`src/rtl/bls_pkg.sv`:
```
// Shared types and constants for the bounded LIFO stack.
package bls_pkg;

  typedef enum logic [2:0] {
    OP_PUSH   = 3'd0,
    OP_POP    = 3'd1,
    OP_PEEK   = 3'd2,
    OP_BOTTOM = 3'd3,
    OP_DRAIN  = 3'd4
  } op_t;

  localparam logic [31:0] EMPTY_PATTERN = 32'hBF80_0000;
  localparam int unsigned FILL_OUT_W = 8;

  typedef struct packed {
    logic [31:0]           data;
    logic                  was_empty;
    logic                  dropped;
    logic [FILL_OUT_W-1:0] fill;
  } res_t;

endpackage

```
`src/rtl/bls_ram.sv`:
```
// Generic single-port-write, single-port-read RAM with a registered read.
module bls_ram #(
  parameter int WIDTH  = 32,
  parameter int DEPTH  = 128,
  parameter int ADDR_W = $clog2(DEPTH)
) (
  input  logic              clk,
  input  logic              we,
  input  logic [ADDR_W-1:0] waddr,
  input  logic [WIDTH-1:0]  wdata,
  input  logic              re,
  input  logic [ADDR_W-1:0] raddr,
  output logic [WIDTH-1:0]  rdata
);

  logic [WIDTH-1:0] mem [DEPTH];

  always_ff @(posedge clk) begin
    if (we) begin
      mem[waddr] <= wdata;
    end
    if (re) begin
      rdata <= mem[raddr];
    end
  end

endmodule

```
`src/rtl/bounded_lifo_stack.sv`:
```
// Bounded LIFO stack of 32-bit words: request decode, word RAM and result queue.
//
// Usage:
//   A request (in_op, in_value) transfers when in_valid is high and in_stall
//   is low. Each request produces exactly one result (out_data,
//   out_was_empty, out_dropped, out_fill), which transfers when out_valid is
//   high and out_stall is low. Results leave in request order.
//   A result passes through the read stage (registered RAM read) and then
//   the output register at the queue head before it is presented.
//   Throughput: one request per cycle while in_stall is low. Each request
//   touches at most one RAM word, either writing it or reading it, so
//   requests in consecutive cycles never meet at the same RAM port.
//   A two-entry result queue sits on the output. in_stall rises only when
//   the queue, together with the request in the read stage, would overflow,
//   so a stalled receiver holds back requests after two pending results.
//   Reset (rst_n low, synchronous) empties the stack and discards pending
//   results; the RAM contents are not cleared, as only words below the fill
//   count are ever read.
module bounded_lifo_stack #(
  parameter int STACK_DEPTH = 128
) (
  input  logic                           clk,
  input  logic                           rst_n,
  input  logic                           in_valid,
  output logic                           in_stall,
  input  logic [2:0]                     in_op,
  input  logic [31:0]                    in_value,
  output logic                           out_valid,
  input  logic                           out_stall,
  output logic [31:0]                    out_data,
  output logic                           out_was_empty,
  output logic                           out_dropped,
  output logic [bls_pkg::FILL_OUT_W-1:0] out_fill
);

  import bls_pkg::*;

  localparam int AW = $clog2(STACK_DEPTH);
  localparam int FW = $clog2(STACK_DEPTH + 1);
  localparam logic [FW-1:0] DEPTH_FILL = FW'(STACK_DEPTH);

  logic [FW-1:0] fill_r, fill_nxt;
  logic          st_valid_r;
  res_t          st_r, st_nxt;
  logic          st_use_ram_r, st_use_ram_nxt;
  logic [1:0]    q_cnt_r, q_cnt_nxt;
  res_t          head_r, head_nxt;
  res_t          skid_r, skid_nxt;

  logic          accept;
  logic          pop;
  logic          empty;
  logic          full;
  logic          ram_we;
  logic          ram_re;
  logic [AW-1:0] ram_raddr;
  logic [31:0]   ram_rdata;
  logic [FW+FILL_OUT_W-1:0] fill_ext;
  res_t          stage_res;

  assign pop      = (q_cnt_r != 2'd0) && !out_stall;
  // A request may enter only if its result is sure of a queue slot next cycle.
  assign in_stall = (3'(q_cnt_r) + 3'(st_valid_r) - 3'(pop)) > 3'd1;
  assign accept   = in_valid && !in_stall;

  assign empty = (fill_r == '0);
  assign full  = (fill_r == DEPTH_FILL);

  always_comb begin
    fill_nxt       = fill_r;
    ram_we         = 1'b0;
    ram_re         = 1'b0;
    ram_raddr      = '0;
    st_use_ram_nxt = 1'b0;
    st_nxt.data    = '0;
    st_nxt.dropped = 1'b0;
    unique case (op_t'(in_op))
      OP_PUSH: begin
        if (full) begin
          st_nxt.dropped = 1'b1;
        end else begin
          ram_we   = 1'b1;
          fill_nxt = fill_r + FW'(1);
        end
      end
      OP_POP: begin
        if (empty) begin
          st_nxt.data = EMPTY_PATTERN;
        end else begin
          ram_re         = 1'b1;
          ram_raddr      = AW'(fill_r - FW'(1));
          st_use_ram_nxt = 1'b1;
          fill_nxt       = fill_r - FW'(1);
        end
      end
      OP_PEEK: begin
        if (empty) begin
          st_nxt.data = EMPTY_PATTERN;
        end else begin
          ram_re         = 1'b1;
          ram_raddr      = AW'(fill_r - FW'(1));
          st_use_ram_nxt = 1'b1;
        end
      end
      OP_BOTTOM: begin
        if (empty) begin
          st_nxt.data = EMPTY_PATTERN;
        end else begin
          ram_re         = 1'b1;
          st_use_ram_nxt = 1'b1;
        end
      end
      OP_DRAIN: begin
        if (!empty) begin
          ram_re         = 1'b1;
          st_use_ram_nxt = 1'b1;
        end
        fill_nxt = '0;
      end
      default: begin
      end
    endcase
    fill_ext         = {{FILL_OUT_W{1'b0}}, fill_nxt};
    st_nxt.was_empty = empty;
    st_nxt.fill      = fill_ext[FILL_OUT_W-1:0];
  end

  bls_ram #(
    .WIDTH (32),
    .DEPTH (STACK_DEPTH),
    .ADDR_W(AW)
  ) u_word_ram (
    .clk  (clk),
    .we   (accept && ram_we),
    .waddr(fill_r[AW-1:0]),
    .wdata(in_value),
    .re   (accept && ram_re),
    .raddr(ram_raddr),
    .rdata(ram_rdata)
  );

  always_comb begin
    stage_res      = st_r;
    stage_res.data = st_use_ram_r ? ram_rdata : st_r.data;
  end

  // Two-entry result queue: head_r drives the ports, skid_r catches overflow.
  always_comb begin
    q_cnt_nxt = q_cnt_r;
    head_nxt  = head_r;
    skid_nxt  = skid_r;
    case (q_cnt_r)
      2'd0: begin
        if (st_valid_r) begin
          head_nxt  = stage_res;
          q_cnt_nxt = 2'd1;
        end
      end
      2'd1: begin
        if (st_valid_r && pop) begin
          head_nxt = stage_res;
        end else if (st_valid_r) begin
          skid_nxt  = stage_res;
          q_cnt_nxt = 2'd2;
        end else if (pop) begin
          q_cnt_nxt = 2'd0;
        end
      end
      default: begin
        if (pop) begin
          head_nxt = skid_r;
          if (st_valid_r) begin
            skid_nxt = stage_res;
          end else begin
            q_cnt_nxt = 2'd1;
          end
        end
      end
    endcase
  end

  always_ff @(posedge clk) begin
    if (!rst_n) begin
      fill_r     <= '0;
      st_valid_r <= 1'b0;
      q_cnt_r    <= 2'd0;
    end else begin
      if (accept) begin
        fill_r <= fill_nxt;
      end
      st_valid_r <= accept;
      q_cnt_r    <= q_cnt_nxt;
    end
  end

  always_ff @(posedge clk) begin
    if (accept) begin
      st_r         <= st_nxt;
      st_use_ram_r <= st_use_ram_nxt;
    end
    head_r <= head_nxt;
    skid_r <= skid_nxt;
  end

  assign out_valid     = (q_cnt_r != 2'd0);
  assign out_data      = head_r.data;
  assign out_was_empty = head_r.was_empty;
  assign out_dropped   = head_r.dropped;
  assign out_fill      = head_r.fill;

  a_queue_bound: assert property (@(posedge clk) disable iff (!rst_n)
    q_cnt_r <= 2'd2)
    else $error("result queue holds more than two entries");

  a_fill_bound: assert property (@(posedge clk) disable iff (!rst_n)
    fill_r <= DEPTH_FILL)
    else $error("fill count beyond stack depth");

  a_no_overflow: assert property (@(posedge clk) disable iff (!rst_n)
    st_valid_r && (q_cnt_r == 2'd2) |-> pop)
    else $error("read stage result lands in a full result queue");

  a_push_grows: assert property (@(posedge clk) disable iff (!rst_n)
    accept && (in_op == OP_PUSH) && !full |=> fill_r == $past(fill_r) + FW'(1))
    else $error("accepted push did not advance the fill count");

  a_drop_not_empty: assert property (@(posedge clk) disable iff (!rst_n)
    out_valid && out_dropped |-> !out_was_empty)
    else $error("dropped push reported on an empty stack");

endmodule
```
`config.mk`:
```
export PLATFORM = sky130hd
export DESIGN_NAME = bounded_lifo_stack
export DESIGN_NICKNAME = d
export VERILOG_FILES = /design/src/rtl/bls_pkg.sv /design/src/rtl/bls_ram.sv /design/src/rtl/bounded_lifo_stack.sv
export SDC_FILE = /design/constraint.sdc
export NUM_CORES = 2
export LEC_CHECK = 0
export ABC_AREA = 1
export ABC_CLOCK_PERIOD_IN_PS = 8200
export BUFFER_PORTS_ARGS = -buffer_cell sky130_fd_sc_hd__buf_2
export CORE_MARGIN = 2
export CORE_UTILIZATION = 45
export CTS_BUF_LIST = sky130_fd_sc_hd__clkbuf_4 sky130_fd_sc_hd__clkbuf_8
export CTS_CLUSTER_DIAMETER = 60
export DETAILED_ROUTE_END_ITERATION = 16
export PLACE_DENSITY = 0.62
export SYNTH_ARGS = -nofsm -noshare
export SYNTH_HDL_FRONTEND = slang
export SYNTH_SLANG_ARGS = --single-unit
export TNS_END_PERCENT = 5
```
`constraint.sdc`:
```
create_clock -name clk -period 8.2 [get_ports clk]
set_clock_uncertainty 0.1 [all_clocks]
set_input_delay 0.82 -clock clk [delete_from_list [all_inputs] [get_ports clk]]
set_output_delay 0.82 -clock clk [all_outputs]
set_load 0.05 [all_outputs]
```
==> flow_metrics.tcl <==
set metrics [dict create \
    postSynthAreaPerCell_um2 11.7 \
    drc 0 \
    clk_latency_ns 1.28 \
    yosysSeqAreaShare 0.722 \
    total_power_uw 48800 \
    gp_congestion 0.904 \
    drtPass1Iterations 8 \
    cts_buffers 679 \
    finalNetCount 14900 \
    critPathArrivalTime_ns 7.73 \
    synth_area_um2 176000 \
    drive_gt1_frac 0.106 \
    core_um2 389000 \
    final_cell_mix "4655 x nand3_1, 4224 x edfxtp_1, 3934 x nand2_1" \
    synth_cells 15000 \
    n_fill_cell 34000 \
    vias 125000 \
    power_per_cell_area_nw_per_um2 250 \
    async_flop_share 0 \
    grt_overflow_total 0 \
    ys_ff_latch 4235 \
    synthFlopType "edfxtp_1" \
    ios 83 \
    cts_tree "yes" \
    period_minus_slack_ns 6.89 \
    yosys.area.top_type "edfxtp_1" \
    routed_wirelength_um 583000 \
    critPathMaxFanout 125 \
    yosysWarnings 0 \
    grt_util_all_layers 0.285 \
    outcome "completed" \
    start_util 0.452 \
    design_area_um2 195000 \
    clockBufferDepth 4 \
    crit_required_ns 9.05 \
    grt_pass1_wl_um 830000 \
    startpoint_type "register" \
    via_per_inst 6.07 \
    drv_slew 0 \
    mostFrequentLayoutCell "nand3_1" \
    synth_fp_nets 15000 \
    finalCritPeriodShare 0.840 \
    max_freq_mhz 145 \
    grt_pass1_vias 116000 \
    antenna_left 0 \
    first_iter_violations 18000 \
    dp_hpwl_um 301000 \
    synth_edf_count 4224 \
    antenna_found_initial 32 \
    synth_area_leaders "edfxtp_1 72%, nand3_1 13%, nand2_1 8.4%" \
    endpoint_kind "register" \
    fin_setup_tns_ns 0 \
    place_area_um2 182000 \
    drv_cap 0 \
    whs_ns 0.0570 \
    path_clk_slew_ns 0.06 \
    area_delta_synth_final_pct 10.9 \
    vdd_drop_max_mv 0.182 \
    num_rows 229 \
    grt_start_max_net_pins 179 \
    slew_headroom 0.155 \
    die_h_um 629 \
    setup_viol 0 \
    die_w_um 629 \
    cts_max_level 6 \
    tightest_slew_ns 1.26 \
    dieArea_um2 396000 \
    wire_per_inst_um 28.3 \
    netlist.area_leader.share 0.721 \
    portBuffers 82 \
    crit_type "register to register" \
    clock-sinks 4235 \
    yosysUniqueCellTypes 37 \
    leakagePower_uw 0.0691 \
    grt_setup_unrepaired "false" \
    hold_path.class "primary input to register" \
    cts-root-buf "clkbuf_8" \
    finalHoldViolCount 0 \
]
worst max-delay path: stages, from the launching register on:
cell	delay [ns]
dfxtp_1	0.64
inv_1	0.32
ha_1	0.28
nand2_2	0.10
nor2_2	0.06
nand2_4	0.13
ha_4	0.74
nand4_4	1.02
buf_12	0.58
nand2_1	0.22
nand2_1	0.08
nand2_1	0.05
nand2_1	0.07
nand2_1	0.06
nand3_1	0.27
nand3_1	0.66
nand3_1	0.57
nand3_1	0.24
nand2_1	0.07
per-stage QoR:
stage	setup WS, ns	utilization	std cells
final	1.31	0.502	20600
after global routing	1.29	0.501	20600
after CTS	1.59	0.501	20600
after detailed placement	1.62	0.468	19400
after global placement	1.62	0.468	19400
after floorplan	2.28	-	15000
worst paths after layout:
check	start	end	slack (ns)	cells after the start
worst max-delay path	fill_r[1]	u_word_ram.rdata[28]	1.31	18
worst min-delay path	in_value[25]	u_word_ram.mem[14][25]	0.06	1
worst max register to register	fill_r[1]	u_word_ram.rdata[28]	1.31	18
worst min register to register	st_r[2]	skid_r[2]	0.39	0
area by class of cell:
class                      count  area (µm²)  area share
sequential                  4235      127000       0.651
tap                         5197        6500      0.0333
clock buffer                 945       11400      0.0582
inverter                      77         319     0.00163
timing repair buffer         448        4190      0.0215
antenna                       25        62.6    0.000321
multi-input combinational   9449       44200       0.226
clock inverter               255        1490     0.00762
where the power goes:
part | internal [µW] | leakage (µW) | switching (µW)
combinational | 1490 | 0.0242 | 5690
sequential | 23900 | 0.0381 | 68.3
clock | 9080 | 0.00679 | 8510
total | 34500 | 0.0691 | 14300
synth_stat cells, types with 6 or more instances:
library cell,number
a21oi_1,12
nand2_2,6
edfxtp_1,4224
buf_2,526
buf_6,13
a31oi_1,9
nand4_1,577
nor2_1,164
buf_4,55
dfxtp_1,11
buf_1,67
clkbuf_1,552
inv_1,59
nand2_1,3936
o21ai_0,42
nand3_1,4660
nor3_1,8
inv_2,15
cell families (layout without fill, tap and decap cells):
group,after synthesis,count (layout),synth area share
DFF,4235,4235,0.722
other,0,25,0
xor gates and xnor gates,3,3,0.000149
adders and majority gates,5,5,0.000398
buffers and inverters,1290,1725,0.0330
and+or+nand+nor,9366,9366,0.242
AOI/OAI and AO/OA,75,75,0.00242
timing repair:
item                      CTS  global route
resized for setup           0             0
hold buffers               27             0
hold endpoints to repair  710             0
setup buffers               0             0
registers in the layout (all words and copies together) (netlist names), 2 cells and up:
| register | cells |
|---|---|
| u_word_ram.mem | 4096 |
| skid_r | 42 |
| out_data | 32 |
| u_word_ram.rdata | 32 |
| st_r | 11 |
| fill_r | 8 |
| out_fill | 8 |
| q_cnt_r | 2 |
metal layers:
metal / track usage / up-vias / part of all wire
met3: 0.0579 / 1216 / 0.11
met5: 0 / - / 0.000053
met2: 0.428 / 7690 / 0.45
li1: - / 54400 / -
met4: 0.144 / 4 / 0.054
met1: 0.395 / 61900 / 0.39
No activity file was read; power rests on OpenSTA's default activity.
